--- config.mk ---
export PLATFORM = sky130hd
export DESIGN_NAME = json_byte_tokenizer
export DESIGN_NICKNAME = d
export VERILOG_FILES = /design/src/sv/jbt_pkg.sv /design/src/sv/jbt_front.sv /design/src/sv/jbt_queue.sv /design/src/sv/jbt_back.sv /design/src/sv/json_byte_tokenizer.sv
export SDC_FILE = /design/constraint.sdc
export NUM_CORES = 1
export LEC_CHECK = 0
export BUFFER_PORTS_ARGS = -buffer_cell sky130_fd_sc_hd__buf_2
export CORE_MARGIN = 5
export CORE_UTILIZATION = 30
export DETAILED_ROUTE_END_ITERATION = 6
export PLACE_DENSITY = 0.45
export RECOVER_POWER = 100
export SKIP_LAST_GASP = 1
export SLEW_MARGIN = 20
export SYNTH_ARGS = -nofsm -noshare
export SYNTH_HDL_FRONTEND = slang
export SYNTH_SLANG_ARGS = --single-unit
--- constraint.sdc ---
create_clock -name i_clk -period 9 [get_ports i_clk]
set_clock_uncertainty 0.2 [all_clocks]
set_input_delay 0.45 -clock i_clk [delete_from_list [all_inputs] [get_ports i_clk]]
set_output_delay 0.45 -clock i_clk [all_outputs]
set_load 0.05 [all_outputs]
--- src/sv/jbt_pkg.sv ---
// Shared types, codes and character tables for the JSON byte tokenizer.
package jbt_pkg;

    // Lexer mode; codes above MODE_LIT never occur and behave as idle
    typedef enum logic [2:0] {
        MODE_IDLE = 3'd0,
        MODE_STR  = 3'd1,
        MODE_ESC  = 3'd2,
        MODE_NUM  = 3'd3,
        MODE_LIT  = 3'd4
    } t_mode;

    // Event kinds on the output stream
    localparam logic [3:0] KIND_STRING   = 4'd0;
    localparam logic [3:0] KIND_NUMBER   = 4'd1;
    localparam logic [3:0] KIND_LBRACE   = 4'd2;
    localparam logic [3:0] KIND_RBRACE   = 4'd3;
    localparam logic [3:0] KIND_LBRACKET = 4'd4;
    localparam logic [3:0] KIND_RBRACKET = 4'd5;
    localparam logic [3:0] KIND_COLON    = 4'd6;
    localparam logic [3:0] KIND_COMMA    = 4'd7;
    localparam logic [3:0] KIND_TRUE     = 4'd8;
    localparam logic [3:0] KIND_END      = 4'd11;
    localparam logic [3:0] KIND_PAYLOAD  = 4'd12;

    // Literal words
    localparam logic [1:0] WORD_TRUE  = 2'd0;
    localparam logic [1:0] WORD_FALSE = 2'd1;
    localparam logic [1:0] WORD_NULL  = 2'd2;

    // Characters the lexer looks for
    localparam logic [7:0] CH_TAB     = 8'h09;
    localparam logic [7:0] CH_CR      = 8'h0D;
    localparam logic [7:0] CH_LF      = 8'h0A;
    localparam logic [7:0] CH_SPACE   = 8'h20;
    localparam logic [7:0] CH_QUOTE   = 8'h22;
    localparam logic [7:0] CH_PLUS    = 8'h2B;
    localparam logic [7:0] CH_COMMA   = 8'h2C;
    localparam logic [7:0] CH_MINUS   = 8'h2D;
    localparam logic [7:0] CH_DOT     = 8'h2E;
    localparam logic [7:0] CH_ZERO    = 8'h30;
    localparam logic [7:0] CH_NINE    = 8'h39;
    localparam logic [7:0] CH_COLON   = 8'h3A;
    localparam logic [7:0] CH_UPPER_E = 8'h45;
    localparam logic [7:0] CH_LBRACK  = 8'h5B;
    localparam logic [7:0] CH_BSLASH  = 8'h5C;
    localparam logic [7:0] CH_RBRACK  = 8'h5D;
    localparam logic [7:0] CH_LOWER_E = 8'h65;
    localparam logic [7:0] CH_LOWER_F = 8'h66;
    localparam logic [7:0] CH_LOWER_N = 8'h6E;
    localparam logic [7:0] CH_LOWER_T = 8'h74;
    localparam logic [7:0] CH_LBRACE  = 8'h7B;
    localparam logic [7:0] CH_RBRACE  = 8'h7D;

    // Queue between front and back
    localparam int Q_DEPTH = 4;
    localparam int Q_AW    = $clog2(Q_DEPTH);

    // One item's worth of events: unk unknowns first, then n_ev listed events
    typedef struct packed {
        logic [2:0]      unk;
        logic [1:0]      n_ev;
        logic [2:0][3:0] kind;
        logic [2:0][7:0] pay;
    } t_cmd;

    // Letter m of literal word w
    function automatic logic [7:0] lit_char(input logic [1:0] w, input logic [2:0] m);
        logic [7:0] c;
        c = 8'h00;
        case ({w, m})
            {WORD_TRUE,  3'd0}: c = 8'h74;  // t
            {WORD_TRUE,  3'd1}: c = 8'h72;  // r
            {WORD_TRUE,  3'd2}: c = 8'h75;  // u
            {WORD_TRUE,  3'd3}: c = 8'h65;  // e
            {WORD_FALSE, 3'd0}: c = 8'h66;  // f
            {WORD_FALSE, 3'd1}: c = 8'h61;  // a
            {WORD_FALSE, 3'd2}: c = 8'h6C;  // l
            {WORD_FALSE, 3'd3}: c = 8'h73;  // s
            {WORD_FALSE, 3'd4}: c = 8'h65;  // e
            {WORD_NULL,  3'd0}: c = 8'h6E;  // n
            {WORD_NULL,  3'd1}: c = 8'h75;  // u
            {WORD_NULL,  3'd2}: c = 8'h6C;  // l
            {WORD_NULL,  3'd3}: c = 8'h6C;  // l
            default:            c = 8'h00;
        endcase
        return c;
    endfunction

    // Length of literal word w
    function automatic logic [2:0] lit_len(input logic [1:0] w);
        logic [2:0] n;
        case (w)
            WORD_FALSE: n = 3'd5;
            default:    n = 3'd4;
        endcase
        return n;
    endfunction

endpackage

--- src/sv/jbt_front.sv ---
// Front end: lexer state and per-byte classification into one event group.
module jbt_front import jbt_pkg::*; (
    input  logic       i_clk,
    input  logic       i_rst_n,
    input  logic       i_valid,
    output logic       o_ready,
    input  logic [7:0] i_byte,
    input  logic       i_end,
    input  logic       i_full,
    output logic       o_push,
    output t_cmd       o_cmd
);

    t_mode      r_mode, n_mode;
    logic [1:0] r_word, n_word;
    logic [2:0] r_matched, n_matched;
    logic [1:0] r_num_len, n_num_len;
    logic       r_prev_exp, n_prev_exp;

    // Idle-mode view of the byte
    logic       id_has;
    logic [3:0] id_kind;
    logic [7:0] id_pay;
    t_mode      id_mode;
    logic [1:0] id_word;
    logic       is_digit;

    // Working values
    t_cmd       cmd;
    logic       use_idle;
    logic [1:0] idle_slot;
    logic       is_sign;
    logic       is_exp;
    logic       take;
    logic       lit_hit;
    logic       lit_done;
    logic [1:0] w_eff;
    logic [2:0] m_next;
    logic [2:0] total;
    logic       accept;

    assign accept  = i_valid && !i_full;
    assign o_ready = !i_full;

    assign is_digit = (i_byte >= CH_ZERO) && (i_byte <= CH_NINE);
    assign is_sign  = (i_byte == CH_PLUS) || (i_byte == CH_MINUS);
    assign is_exp   = (i_byte == CH_LOWER_E) || (i_byte == CH_UPPER_E);

    // Number goes on; a sign only as the second character or right after e/E
    assign take = is_sign ? ((r_num_len < 2'd2) || r_prev_exp)
                          : (is_digit || (i_byte == CH_DOT) || is_exp);

    // Literal matching against the word in progress
    assign w_eff    = (r_word == WORD_TRUE || r_word == WORD_FALSE || r_word == WORD_NULL)
                      ? r_word : WORD_TRUE;
    assign m_next   = r_matched + 3'd1;
    assign lit_hit  = (r_matched < lit_len(w_eff))
                      && (i_byte == lit_char(w_eff, r_matched));
    assign lit_done = (m_next == lit_len(w_eff));

    // How a byte is lexed between tokens
    always_comb begin
        id_has  = 1'b1;
        id_kind = KIND_END;
        id_pay  = 8'h00;
        id_mode = MODE_IDLE;
        id_word = WORD_TRUE;
        if (((i_byte >= CH_TAB) && (i_byte <= CH_CR)) || (i_byte == CH_SPACE)) begin
            id_has = 1'b0;
        end else if (i_byte == CH_LBRACE) begin
            id_kind = KIND_LBRACE;
        end else if (i_byte == CH_RBRACE) begin
            id_kind = KIND_RBRACE;
        end else if (i_byte == CH_LBRACK) begin
            id_kind = KIND_LBRACKET;
        end else if (i_byte == CH_RBRACK) begin
            id_kind = KIND_RBRACKET;
        end else if (i_byte == CH_COLON) begin
            id_kind = KIND_COLON;
        end else if (i_byte == CH_COMMA) begin
            id_kind = KIND_COMMA;
        end else if (i_byte == CH_QUOTE) begin
            id_has  = 1'b0;
            id_mode = MODE_STR;
        end else if (i_byte == CH_LOWER_T) begin
            id_has  = 1'b0;
            id_mode = MODE_LIT;
            id_word = WORD_TRUE;
        end else if (i_byte == CH_LOWER_F) begin
            id_has  = 1'b0;
            id_mode = MODE_LIT;
            id_word = WORD_FALSE;
        end else if (i_byte == CH_LOWER_N) begin
            id_has  = 1'b0;
            id_mode = MODE_LIT;
            id_word = WORD_NULL;
        end else if ((i_byte == CH_MINUS) || is_digit) begin
            id_kind = KIND_PAYLOAD;
            id_pay  = i_byte;
            id_mode = MODE_NUM;
        end
    end

    // Whether the byte is lexed again from idle, and at which event slot
    always_comb begin
        use_idle  = 1'b0;
        idle_slot = 2'd0;
        if (!i_end) begin
            case (r_mode)
                MODE_STR: use_idle = 1'b0;
                MODE_ESC: use_idle = 1'b0;
                MODE_NUM: begin
                    // number closes first, so the relexed event comes second
                    use_idle  = !take;
                    idle_slot = 2'd1;
                end
                MODE_LIT: use_idle = !lit_hit;
                default:  use_idle = 1'b1;
            endcase
        end
    end

    // Next lexer state
    always_comb begin
        n_mode     = r_mode;
        n_word     = r_word;
        n_matched  = r_matched;
        n_num_len  = r_num_len;
        n_prev_exp = r_prev_exp;
        if (i_end) begin
            n_mode     = MODE_IDLE;
            n_word     = WORD_TRUE;
            n_matched  = 3'd0;
            n_num_len  = 2'd0;
            n_prev_exp = 1'b0;
        end else if (use_idle) begin
            n_mode     = id_mode;
            n_word     = id_word;
            n_matched  = (id_mode == MODE_LIT) ? 3'd1 : 3'd0;
            n_num_len  = (id_mode == MODE_NUM) ? 2'd1 : 2'd0;
            n_prev_exp = 1'b0;
        end else begin
            case (r_mode)
                MODE_STR: begin
                    if (i_byte == CH_QUOTE) begin
                        n_mode = MODE_IDLE;
                    end else if (i_byte == CH_BSLASH) begin
                        n_mode = MODE_ESC;
                    end
                end
                MODE_ESC: begin
                    n_mode = MODE_STR;
                end
                MODE_NUM: begin
                    if (r_num_len < 2'd2) begin
                        n_num_len = r_num_len + 2'd1;
                    end
                    n_prev_exp = is_exp;
                end
                MODE_LIT: begin
                    if (lit_done) begin
                        n_mode     = MODE_IDLE;
                        n_word     = WORD_TRUE;
                        n_matched  = 3'd0;
                        n_num_len  = 2'd0;
                        n_prev_exp = 1'b0;
                    end else begin
                        n_matched = m_next;
                    end
                end
                default: begin
                    n_mode = r_mode;
                end
            endcase
        end
    end

    // Event group of the byte
    always_comb begin
        cmd = '0;
        if (i_end) begin
            // close whatever is open, then one end event
            case (r_mode)
                MODE_ESC: begin
                    cmd.kind[0] = KIND_PAYLOAD;
                    cmd.pay[0]  = CH_BSLASH;
                    cmd.kind[1] = KIND_STRING;
                    cmd.kind[2] = KIND_END;
                    cmd.n_ev    = 2'd3;
                end
                MODE_STR: begin
                    cmd.kind[0] = KIND_STRING;
                    cmd.kind[1] = KIND_END;
                    cmd.n_ev    = 2'd2;
                end
                MODE_NUM: begin
                    cmd.kind[0] = KIND_NUMBER;
                    cmd.kind[1] = KIND_END;
                    cmd.n_ev    = 2'd2;
                end
                MODE_LIT: begin
                    cmd.unk     = r_matched;
                    cmd.kind[0] = KIND_END;
                    cmd.n_ev    = 2'd1;
                end
                default: begin
                    cmd.kind[0] = KIND_END;
                    cmd.n_ev    = 2'd1;
                end
            endcase
        end else begin
            case (r_mode)
                MODE_STR: begin
                    if (i_byte == CH_QUOTE) begin
                        cmd.kind[0] = KIND_STRING;
                        cmd.n_ev    = 2'd1;
                    end else if (i_byte != CH_BSLASH) begin
                        cmd.kind[0] = KIND_PAYLOAD;
                        cmd.pay[0]  = i_byte;
                        cmd.n_ev    = 2'd1;
                    end
                end
                MODE_ESC: begin
                    cmd.kind[0] = KIND_PAYLOAD;
                    cmd.n_ev    = 2'd1;
                    if (i_byte == CH_LOWER_N) begin
                        cmd.pay[0] = CH_LF;
                    end else if (i_byte == CH_LOWER_T) begin
                        cmd.pay[0] = CH_TAB;
                    end else begin
                        cmd.pay[0] = i_byte;
                    end
                end
                MODE_NUM: begin
                    if (take) begin
                        cmd.kind[0] = KIND_PAYLOAD;
                        cmd.pay[0]  = i_byte;
                        cmd.n_ev    = 2'd1;
                    end else begin
                        cmd.kind[0] = KIND_NUMBER;
                    end
                end
                MODE_LIT: begin
                    if (lit_hit) begin
                        if (lit_done) begin
                            cmd.kind[0] = KIND_TRUE + {2'b00, w_eff};
                            cmd.n_ev    = 2'd1;
                        end
                    end else begin
                        // one unknown per matched letter, then relex
                        cmd.unk = r_matched;
                    end
                end
                default: begin
                    cmd.unk = 3'd0;
                end
            endcase

            if (use_idle) begin
                if (id_has) begin
                    cmd.kind[idle_slot] = id_kind;
                    cmd.pay[idle_slot]  = id_pay;
                    cmd.n_ev            = idle_slot + 2'd1;
                end else begin
                    cmd.n_ev = idle_slot;
                end
            end
        end
    end

    assign total  = cmd.unk + {1'b0, cmd.n_ev};
    assign o_cmd  = cmd;
    assign o_push = accept && (total != 3'd0);

    // Lexer state
    always_ff @(posedge i_clk) begin
        if (!i_rst_n) begin
            r_mode     <= MODE_IDLE;
            r_word     <= WORD_TRUE;
            r_matched  <= 3'd0;
            r_num_len  <= 2'd0;
            r_prev_exp <= 1'b0;
        end else if (accept) begin
            r_mode     <= n_mode;
            r_word     <= n_word;
            r_matched  <= n_matched;
            r_num_len  <= n_num_len;
            r_prev_exp <= n_prev_exp;
        end
    end

endmodule

--- src/sv/jbt_queue.sv ---
// Short queue of event groups between front end and back end.
module jbt_queue import jbt_pkg::*; (
    input  logic i_clk,
    input  logic i_rst_n,
    input  logic i_push,
    input  t_cmd i_cmd,
    input  logic i_pop,
    output t_cmd o_cmd,
    output logic o_empty,
    output logic o_full
);

    t_cmd              r_slot [Q_DEPTH];
    logic [Q_AW-1:0]   r_wr_ptr;
    logic [Q_AW-1:0]   r_rd_ptr;
    logic [Q_AW:0]     r_count;
    logic              do_push;
    logic              do_pop;

    assign o_empty = (r_count == '0);
    assign o_full  = (r_count == (Q_AW+1)'(Q_DEPTH));
    assign do_push = i_push && !o_full;
    assign do_pop  = i_pop && !o_empty;
    assign o_cmd   = r_slot[r_rd_ptr];

    // Storage
    always_ff @(posedge i_clk) begin
        if (do_push) begin
            r_slot[r_wr_ptr] <= i_cmd;
        end
    end

    // Pointers and fill level
    always_ff @(posedge i_clk) begin
        if (!i_rst_n) begin
            r_wr_ptr <= '0;
            r_rd_ptr <= '0;
            r_count  <= '0;
        end else begin
            if (do_push) begin
                r_wr_ptr <= r_wr_ptr + 1'b1;
            end
            if (do_pop) begin
                r_rd_ptr <= r_rd_ptr + 1'b1;
            end
            if (do_push && !do_pop) begin
                r_count <= r_count + 1'b1;
            end else if (do_pop && !do_push) begin
                r_count <= r_count - 1'b1;
            end
        end
    end

endmodule

--- src/sv/jbt_back.sv ---
// Back end: expands one event group into single events on a registered output.
module jbt_back import jbt_pkg::*; (
    input  logic       i_clk,
    input  logic       i_rst_n,
    input  logic       i_empty,
    input  t_cmd       i_cmd,
    output logic       o_pop,
    output logic       o_valid,
    input  logic       i_ready,
    output logic [3:0] o_kind,
    output logic [7:0] o_pay,
    output logic       o_last
);

    logic [2:0] r_pos;
    logic       r_valid;
    logic [3:0] r_kind;
    logic [7:0] r_pay;
    logic       r_last;

    logic       load;
    logic [2:0] total;
    logic [2:0] idx;
    logic [3:0] ev_kind;
    logic [7:0] ev_pay;
    logic       ev_last;

    assign load  = !r_valid || i_ready;
    assign total = i_cmd.unk + {1'b0, i_cmd.n_ev};
    assign idx   = r_pos - i_cmd.unk;

    // Event at the current position of the head group
    always_comb begin
        if (r_pos < i_cmd.unk) begin
            ev_kind = KIND_END;
            ev_pay  = 8'h00;
        end else begin
            ev_kind = i_cmd.kind[idx[1:0]];
            ev_pay  = i_cmd.pay[idx[1:0]];
        end
        ev_last = (r_pos == total - 3'd1);
    end

    assign o_pop = load && !i_empty && ev_last;

    // Position within the head group
    always_ff @(posedge i_clk) begin
        if (!i_rst_n) begin
            r_pos <= 3'd0;
        end else if (load && !i_empty) begin
            r_pos <= ev_last ? 3'd0 : r_pos + 3'd1;
        end
    end

    // Output register
    always_ff @(posedge i_clk) begin
        if (!i_rst_n) begin
            r_valid <= 1'b0;
        end else if (load) begin
            r_valid <= !i_empty;
        end
    end

    always_ff @(posedge i_clk) begin
        if (load && !i_empty) begin
            r_kind <= ev_kind;
            r_pay  <= ev_pay;
            r_last <= ev_last;
        end
    end

    assign o_valid = r_valid;
    assign o_kind  = r_kind;
    assign o_pay   = r_pay;
    assign o_last  = r_last;

endmodule

--- src/sv/json_byte_tokenizer.sv ---
// Top level of the streaming JSON byte tokenizer.
// Takes one text byte per cycle on the slave stream and lexes it in the same
// cycle; each byte yields up to five events (unknowns for a broken literal,
// a closing token, and the relexed byte's own event). Events leave on the
// master stream one per cycle while m_axis_tready is high, from a registered
// output, so a byte with several events holds the output until all have
// left; a four-entry queue of event groups between the lexer and the output
// absorbs such bursts, and the input stalls only while that queue is full.
// end_of_text arrives as tlast and resets the lexer after its closing events.
module json_byte_tokenizer import jbt_pkg::*; (
    input  logic       i_clk,
    input  logic       i_rst_n,
    input  logic       s_axis_tvalid,
    output logic       s_axis_tready,
    input  logic [7:0] s_axis_tdata,   // [7:0] text_byte
    input  logic       s_axis_tlast,   // end_of_text
    output logic       m_axis_tvalid,
    input  logic       m_axis_tready,
    output logic [7:0] m_axis_tdata,   // [7:0] payload
    output logic [3:0] m_axis_tuser,   // [3:0] event_kind
    output logic       m_axis_tlast    // last_of_run
);

    logic q_push;
    logic q_pop;
    logic q_empty;
    logic q_full;
    t_cmd f_cmd;
    t_cmd q_cmd;

    // Lexer
    jbt_front u_front (
        .i_clk   (i_clk),
        .i_rst_n (i_rst_n),
        .i_valid (s_axis_tvalid),
        .o_ready (s_axis_tready),
        .i_byte  (s_axis_tdata),
        .i_end   (s_axis_tlast),
        .i_full  (q_full),
        .o_push  (q_push),
        .o_cmd   (f_cmd)
    );

    // Event group queue
    jbt_queue u_queue (
        .i_clk   (i_clk),
        .i_rst_n (i_rst_n),
        .i_push  (q_push),
        .i_cmd   (f_cmd),
        .i_pop   (q_pop),
        .o_cmd   (q_cmd),
        .o_empty (q_empty),
        .o_full  (q_full)
    );

    // Event serializer
    jbt_back u_back (
        .i_clk   (i_clk),
        .i_rst_n (i_rst_n),
        .i_empty (q_empty),
        .i_cmd   (q_cmd),
        .o_pop   (q_pop),
        .o_valid (m_axis_tvalid),
        .i_ready (m_axis_tready),
        .o_kind  (m_axis_tuser),
        .o_pay   (m_axis_tdata),
        .o_last  (m_axis_tlast)
    );

endmodule
==> results of run 1 <==
registers in the layout, indices dropped and copies added, names as in the netlist, named ones only:
name,count
u_queue.r_count,3
u_back.o_last,1
u_back.r_pos,3
u_front.r_prev_exp,1
u_back.o_valid,1
u_back.o_pay,8
u_queue.r_slot,120
u_front.r_matched,3
u_front.r_num_len,2
u_front.r_word,2
u_back.o_kind,4
u_queue.r_rd_ptr,2
u_queue.r_wr_ptr,2
u_front.r_mode,3
power by group:
part           switching [mW]  internal [mW]
registers              0.0325          0.907
clock network           0.307          0.420
logic                   0.437          0.254
total                   0.777           1.58
per-stage QoR:
step	setup WS, ns	std cells	total power, mW	instance area [sq um]
global placement	2.945	944	1.661	8297
CTS	2.655	976	2.405	8904
global route	1.672	976	2.496	8845
detailed placement	2.722	944	1.670	8303
finish	2.257	976	2.358	8845
floorplan	3.550	611	1.494	7820
final cells by class:
class	instances	share of cell area
Sequential cell	157	0.5059
Tap cell	330	0.04668
Timing Repair Buffer	34	0.01839
Multi-Input combinational cell	391	0.3476
Clock inverter	14	0.01938
Inverter	32	0.01358
Clock buffer	18	0.04852
final timing paths:
path                                          end                            from  slack, ns  cells after the start
setup / recovery  u_queue.r_count[2]$_SDFFE_PN0P_  u_front.r_word[0]$_SDFFE_PN0P_       2.26                     23
hold / removal        u_back.o_valid$_SDFFE_PN0N_                   m_axis_tready        0.1                      4
setup reg to reg  u_queue.r_count[2]$_SDFFE_PN0P_  u_front.r_word[0]$_SDFFE_PN0P_       2.26                     23
hold reg to reg       u_back.o_valid$_SDFFE_PN0N_     u_back.o_valid$_SDFFE_PN0N_       0.27                      2
layer usage:
metal,vias to the layer above,GRT usage,part of all wire
li1,2334,-,-
met5,-,0,0
met3,20,0.03050,0.038
met2,98,0.2338,0.51
met1,2482,0.1611,0.44
met4,0,0.03789,0.016
kinds of logic after synthesis:
family / count (synthesis)
muxes: 51
adders and majority gates: 24
xor gates and xnor gates: 13
and+or+nand+nor: 181
buffers and inverters: 63
AOI/OAI and AO/OA: 106
other: 1
DFF: 157
cell usage in the layout (no fill, tap or decap), types with 14 or more instances in the layout:
| cell | netlist | routed |
|---|---|---|
| nor2b_1 | 14 | 14 |
| nor2_1 | 40 | 40 |
| a21oi_1 | 22 | 22 |
| mux4_2 | 30 | 30 |
| clkbuf_16 | 0 | 17 |
| nand2_1 | 34 | 34 |
| dfxtp_1 | 24 | 24 |
| inv_1 | 30 | 30 |
| mux2i_1 | 20 | 20 |
| o21ai_0 | 20 | 22 |
| ha_1 | 22 | 22 |
| nand2b_1 | 15 | 15 |
| conb_1 | 1 | 16 |
| nor3_1 | 14 | 14 |
| clkbuf_1 | 20 | 19 |
| edfxtp_1 | 133 | 133 |
worst min-delay path, stage by stage:
cell     delay [ns]
buf_2          0.07
inv_1          0.04
nand2_1        0.06
a21oi_1        0.05
==> impl_metrics.ini, run 1 <==
[power]
power.leakage_nw = 2.991
ir_drop_uv = 126.9
power_density_nw_per_um2 = 266.6

[drt]
drtPass1Iterations = 5
vias = 4934
routed_wl_um = 18470
drc = 0
drtIter0Drc = 248
ant_nets = 0
avgViaCountPerCell = 5.055
wl_per_cell_um = 18.93

[logic_synthesis]
synth-xor-area-share = 0.01467
async_reset_ff_frac = 0
synth_compound_area_frac = 0.09347
synth-main-ff-cell = edfxtp_1
avgSynthCellArea_sq_um = 13.03
syn_area_sq_um = 7764
synthSimpleGateAreaFrac = 0.1286
synthCells = 596
yosys-mux-area-fraction = 0.1143
synthAdderAreaFrac = 0.04061
yosysMostFrequentCell = edfxtp_1
ys_ff_latch = 157
yosysWarnings = 0
yosys.area.top_type = edfxtp_1
netlist.area_leader.share = 0.5144
synth_seq_area_share = 0.5763
synth_edf_count = 133
yosysUniqueCellTypes = 73
yosys-top-cells-count = edfxtp_1, nor2_1, nand2_1
synth_top_family_by_area = simple AND/OR/NAND/NOR gates
synth.area.top_cells = edfxtp_1, mux4_2, dfxtp_1, ha_1, mux2i_1

[setup_path]
cpPeakStageDelay_ns = 0.83
cp_slowest_cell = nor4_1
crit_arrival_ns = 6.88
crit_path_max_fanout = 15
path_class = flop to flop
startpoint_type = flop
crit_top_cell = ha_1
required_ns = 9.14
crit_family = simple AND/OR/NAND/NOR gates
cp.buffers_inverters = 2
critPathCaptureType = flop
path_cells = nor2b_1 > ha_1 > nand3b_1 > nor4b_1 > o2bb2ai_1 > o31a_1 > nor4_1 > or2_0 > o22ai_1 > o31a_1 > ha_1 > inv_1 > fa_1 > nor2b_1 > nand2_1 > mux2i_1 > nor2_1 > ha_1 > inv_1 > fa_1 > xor2_1 > or3_1 > a21oi_1

[timing]
fin_crit_sh = 0.7493
final-hold-violation-count = 0
tightest_slew_ns = 2.710
slew_violations = 31
finalSetupViolations = 0
slew_headroom = -0.8068
fmax_ghz = 0.1483
holdWs_ns = 0.09811
rsz0062_at_grt = false
period_minus_slack_ns = 6.743
finalSetupTns_ns = 0

[global_routing]
antenna_found_initial = 1
first_global_vias = 5204
grt_use_total = 0.1319
grt_pass1_wl_um = 29050
grt_max_degree = 31
overflow = 0

[clocking]
clk_latency_ns = 0.42
htree_levels = 4
hold_buffers = 0
clock_path_buffers = 2
cts.sinks = 157
cts_buffers = 17
post-cts-setup-buffers = 0
clk_pin_slew_ns = 0.07
clock-root-buffer = clkbuf_16
cts_tree = done
cts_resized = 0

[cells_and_area]
nNetsFinal = 670
final_util = 0.3492
drive_above_1_share = 0.1347
final-seq-area_sq_um = 4474
areaGrowthSynthToFinish_pct = 13.92
multi_input_area_sq_um = 3074
fillers = 2475
insertedDiodeCount = 0

[floorplan]
die_y_um = 170.9
die_x_um = 170.9
io_pins = 28
initial_utilization = 0.3065
num_rows = 58
core_area_sq_um = 25330
dieArea_sq_um = 29200

[outcome]
violations = capacitance limit, slew limit
status = complete, but fails checks

[job]
drv_cap = 1

[placed_design]
portBuffers = 27
hpwlAfterDp_um = 12540
gp_congestion = 0.8589

[hold_path]
hold_path_class = input pin to flop
(Power assumes the default switching activity.)
==> inputs of run 2 (changes only) <==
Settings changed: PLACE_DENSITY 0.45 to 0.46.
Clock period 9 ns to 5.5 ns, I/O delays scaled along.
==> run 2 against run 1 <==
The flow now finishes without violations. Routed wire length decreased by 3.1%. Design area grew 2.6%. Hold slack improved by 0.016 ns. Via count is essentially flat. Global-route usage down 0.48 points. Sequential share of layout area is 1.2 points lower. Flip-flop and latch count stayed put. Critical path depth unchanged. First-iteration DRC count increased by 46%. Core utilization rose by 0.89 points. Total power is 62% higher. Die area unchanged. Critical path type unchanged.
==> impl_metrics.ini, run 2 (synthesized netlist as in run 1, its figures left out) <==
[clocking]
htree_levels = 4
clock_path_buffers = 2
cts_buffers = 17
clock-root-buffer = clkbuf_16
clk_latency_ns = 0.42
cts.sinks = 157
cts_tree = done
clk_pin_slew_ns = 0.07

[timing]
fin_crit_sh = 0.9496
finalSetupTns_ns = 0
fmax_ghz = 0.1915
fin_ws_ns = 0.2770
finalSetupViolations = 0
slew_headroom = 0.4257
final-hold-violation-count = 0
tightest_slew_ns = 0.8543
period_minus_slack_ns = 5.223
slew_violations = 0

[placed_design]
portBuffers = 27
placed_cells = 955
place_ws_ns = 0.09782
hpwlAfterDp_um = 12280
gp_congestion = 0.8568

[cells_and_area]
final_cell_count_no_fill = 994
nNetsFinal = 688
areaGrowthSynthToFinish_pct = 16.84
layout_commonest_cell = edfxtp_1
largest_reg_flops = 120
drive_above_1_share = 0.1792
insertedDiodeCount = 0
top_register = u_queue.r_slot
fillers = 2431
final_cell_mix = edfxtp_1, nor2_1, nand2_1
final_util = 0.3582

[setup_path]
startpoint_type = flop
critPathCaptureType = flop
ff2ff_path_depth = 23
crit_path_max_fanout = 5
crit_arrival_ns = 5.37
path_class = flop to flop
required_ns = 5.64

[floorplan]
dieArea_sq_um = 29200
die_y_um = 170.9
core_area_sq_um = 25330
initial_utilization = 0.3065
num_rows = 58
io_pins = 28
die_x_um = 170.9

[drt]
avgViaCountPerCell = 4.968
vias = 4938
drtPass1Iterations = 5
wl_per_cell_um = 18.01
drc = 0
ant_nets = 0
routed_wl_um = 17900
drtIter0Drc = 362

[hold_path]
whs_path_depth = 3
hold_path_class = input pin to flop

[global_routing]
grt_use_total = 0.1271
antenna_found_initial = 0
overflow = 0
first_global_vias = 5036
grt_max_degree = 31
grt_pass1_wl_um = 28470

[outcome]
status = completed

[power]
power.leakage_nw = 3.094
ir_drop_uv = 182.2
power_density_nw_per_um2 = 421.5

[job]
drv_cap = 0
-- run 2: changes by cell type in the layout (fill, tap and decap cells not counted), sizes merged --
cell / before / now
bufinv: 2 / 0
clkinvlp: 1 / 3
clkbuf: 36 / 35
dlygate4sd3: 0 / 2
clkinv: 4 / 5
buf: 16 / 32
-- run 2: what timing repair did --
item,in CTS,in global routing
hold endpoints to repair,3,0
endpoints found under the setup margin,0,2
gates resized for setup,0,12
hold buffers,2,0
setup buffers,0,5
-- run 2: power breakdown --
group          switching [mW]  total (mW)  internal (mW)  leakage, nW
sequential             0.0649        1.55           1.48         1.45
combinational           0.718        1.16          0.440         1.37
clock                   0.515        1.12          0.602        0.273
total                    1.30        3.82           2.53         3.09
-- run 2: worst paths after layout --
path | startpoint | end | slack [ns]
worst min-delay path | s_axis_tdata[3] | u_front.r_word[1]$_SDFFE_PN0P_ | 0.11
worst max register to register | u_front.r_matched[0]$_SDFFE_PN0P_ | u_queue.r_count[2]$_SDFFE_PN0P_ | 0.28
worst max-delay path | u_front.r_matched[0]$_SDFFE_PN0P_ | u_queue.r_count[2]$_SDFFE_PN0P_ | 0.28
worst min register to register | u_back.o_valid$_SDFFE_PN0N_ | u_back.o_valid$_SDFFE_PN0N_ | 0.28
-- run 2: per-stage QoR --
step	hold WS, ns	cell area (sq um)	power [mW]
after floorplan	0.2511	7820	2.445
after global placement	0.2549	8429	2.743
after detailed placement	0.2611	8429	2.762
after CTS	0.08768	9025	3.892
after global routing	0.1273	9071	4.053
final	0.1137	9071	3.823
-- run 2: final cells by class --
cell class	count	area (sq um)	share of cell area
clock buffer	17	425.4	0.04690
sequential	157	4477	0.4935
inverter	32	120.1	0.01324
timing repair buffer	52	352.8	0.03890
tap	330	412.9	0.04552
multi-input combinational	391	3133	0.3454
clock inverter	15	150.1	0.01655
-- run 2: per-layer routing --
metal / track usage / up-vias / share of wire / routed length, um
li1: - / 2373 / - / -
met3: 0.03212 / 18 / 0.051 / 920
met4: 0.03410 / 0 / 0.010 / 186
met2: 0.2080 / 132 / 0.48 / 8667
met5: 0 / - / 0 / 0
met1: 0.1694 / 2415 / 0.45 / 8128
-- run 2: worst max-delay path, cell delays in order (launching register included) --
cell and delay, ns:
dfxtp_1 0.33, inv_1 0.09, ha_1 0.27, mux2_2 0.28, o2bb2ai_1 0.14, or3_1 0.36
o211ai_1 0.17, nor4_2 0.09, or2_1 0.25, o22ai_1 0.17, o31a_1 0.24, ha_1 0.17
inv_1 0.05, fa_1 0.43, nor2b_1 0.17, nand3_1 0.09, o211ai_1 0.12, nor2_1 0.19
ha_2 0.21, inv_1 0.06, fa_1 0.42, xor2_1 0.18, or3_1 0.33, a21oi_2 0.14
==> inputs of run 3 (changes only) <==
Settings changed: SETUP_SLACK_MARGIN set to 0.5.
==> run 3 against run 2 <==
Core utilization up 0.53 points. Critical path depth unchanged. First-iteration DRC count up 8.0%. Setup slack better by 0.13 ns. Die area unchanged. Sequential share of layout area down 0.60 points. Largest cell class unchanged. Clock power about the same. Routed wire length up 1.1%. Flip-flop and latch count unchanged.
==> impl_metrics.ini, run 3 (synthesized netlist as in run 1, its figures left out) <==
[cells_and_area]
insertedDiodeCount = 0
nNetsFinal = 697
fillers = 2458
top_register = u_queue.r_slot
areaGrowthSynthToFinish_pct = 18.58
layout_commonest_cell = edfxtp_1
final-seq-area_sq_um = 4488
final_cell_count_no_fill = 1003
final_cell_mix = edfxtp_1, nor2_1, nand2_1
drive_above_1_share = 0.2125
multi_input_area_sq_um = 3203
largest_reg_flops = 120

[timing]
rsz0062_at_grt = true
final-hold-violation-count = 0
fin_crit_sh = 0.9260
slew_violations = 0
finalSetupTns_ns = 0
finalSetupViolations = 0
tightest_slew_ns = 0.9408
period_minus_slack_ns = 5.093
slew_headroom = 0.3728
fmax_ghz = 0.1963

[clocking]
clock_path_buffers = 2
clock-root-buffer = clkbuf_16
htree_levels = 4
cts_buffers = 17
cts.sinks = 157
clk_latency_ns = 0.42
cts_tree = done
clk_pin_slew_ns = 0.07

[drt]
avgViaCountPerCell = 5.042
wl_per_cell_um = 18.04
drtPass1Iterations = 5
drc = 0
vias = 5057
ant_nets = 0
routed_wl_um = 18090
drtIter0Drc = 391

[floorplan]
die_x_um = 170.9
die_y_um = 170.9
num_rows = 58
initial_utilization = 0.3065
io_pins = 28
core_area_sq_um = 25330
dieArea_sq_um = 29200

[setup_path]
critPathCaptureType = flop
crit_arrival_ns = 5.23
crit_path_max_fanout = 8
startpoint_type = flop
required_ns = 5.63
path_class = flop to flop

[placed_design]
hpwlAfterDp_um = 12020
gp_congestion = 0.8570
placed_cells = 950
portBuffers = 27

[global_routing]
grt_pass1_wl_um = 28760
grt_use_total = 0.1282
overflow = 0
first_global_vias = 4997
antenna_found_initial = 0
grt_max_degree = 31

[outcome]
status = completed

[job]
drv_cap = 0

[power]
power_density_nw_per_um2 = 413.1
ir_drop_uv = 197.6
total_power_mw = 3.803
power.leakage_nw = 3.170

[hold_path]
hold_path_class = input pin to flop
## run 3: cell types whose count changed in the layout (fill, tap and decap cells not counted), sizes merged
| cell | before | now |
|---|---|---|
| clkinvlp | 3 | 0 |
| inv | 39 | 38 |
| clkbuf | 35 | 37 |
| clkinv | 5 | 9 |
| buf | 32 | 39 |
## run 3: cell type report
type / instances / area share
flip-flops and latches: 157 / 0.4875
repair buffers: 61 / 0.04526
inverters: 32 / 0.01386
multi-input cells: 391 / 0.3479
clock buffers: 17 / 0.04621
clock inverters: 15 / 0.01441
well taps: 330 / 0.04485
## run 3: per-stage QoR
step	hold slack [ns]	cell area (sq um)	util	setup slack [ns]
2_1_floorplan	0.2511	7898	-	0.5305
3_3_place_gp	0.2513	8461	0.3341	0.2784
3_5_place_dp	0.2602	8461	0.3341	0.1611
4_1_cts	0.09663	9092	0.3590	0.5052
5_1_grt	0.1275	9206	0.3635	0.1552
6_report	0.1061	9206	0.3635	0.4070
## run 3: critical path: stages, from the launching register on
cell,delay [ns]
dfxtp_1,0.55
inv_6,0.06
ha_4,0.18
mux2_4,0.26
o2bb2ai_2,0.12
or3_1,0.37
o211ai_1,0.20
nor4_4,0.10
or2_1,0.25
o22ai_1,0.17
o31a_1,0.17
ha_2,0.18
inv_2,0.04
fa_1,0.46
nor2b_4,0.15
nand3_1,0.08
o211ai_1,0.14
nor2_2,0.18
ha_2,0.21
inv_2,0.04
fa_2,0.32
xor2_1,0.15
or3_1,0.31
a21oi_1,0.12
## run 3: metal layers
metal	track usage	up-vias	share of wire
met3	0.02957	17	0.047
met5	0	-	0
met4	0.03376	0	0.012
met1	0.1718	2532	0.45
met2	0.2111	122	0.49
li1	-	2386	-
## run 3: timing repair
item,in CTS,in global routing
resized for setup,7,17
endpoints found under the hold margin,2,0
setup endpoints to repair,2,2
pin swaps,5,16
hold buffers,2,0
buffers inserted,5,14
## run 3: worst paths after layout
| path | from | endpoint | slack (ns) | cells past startpoint |
|---|---|---|---|---|
| setup / recovery | u_front.r_matched[0]$_SDFFE_PN0P_ | u_queue.r_count[2]$_SDFFE_PN0P_ | 0.41 | 23 |
| hold / removal | s_axis_tdata[2] | u_front.r_word[0]$_SDFFE_PN0P_ | 0.11 | 3 |
| setup reg to reg | u_front.r_matched[0]$_SDFFE_PN0P_ | u_queue.r_count[2]$_SDFFE_PN0P_ | 0.41 | 23 |
| hold reg to reg | u_back.o_valid$_SDFFE_PN0N_ | u_back.o_valid$_SDFFE_PN0N_ | 0.27 | 2 |
## run 3: report_power, final
group          leakage, nW  switching [mW]  internal, mW
registers             1.45          0.0641          1.48
logic                 1.44           0.706         0.440
clock network        0.276           0.516         0.595
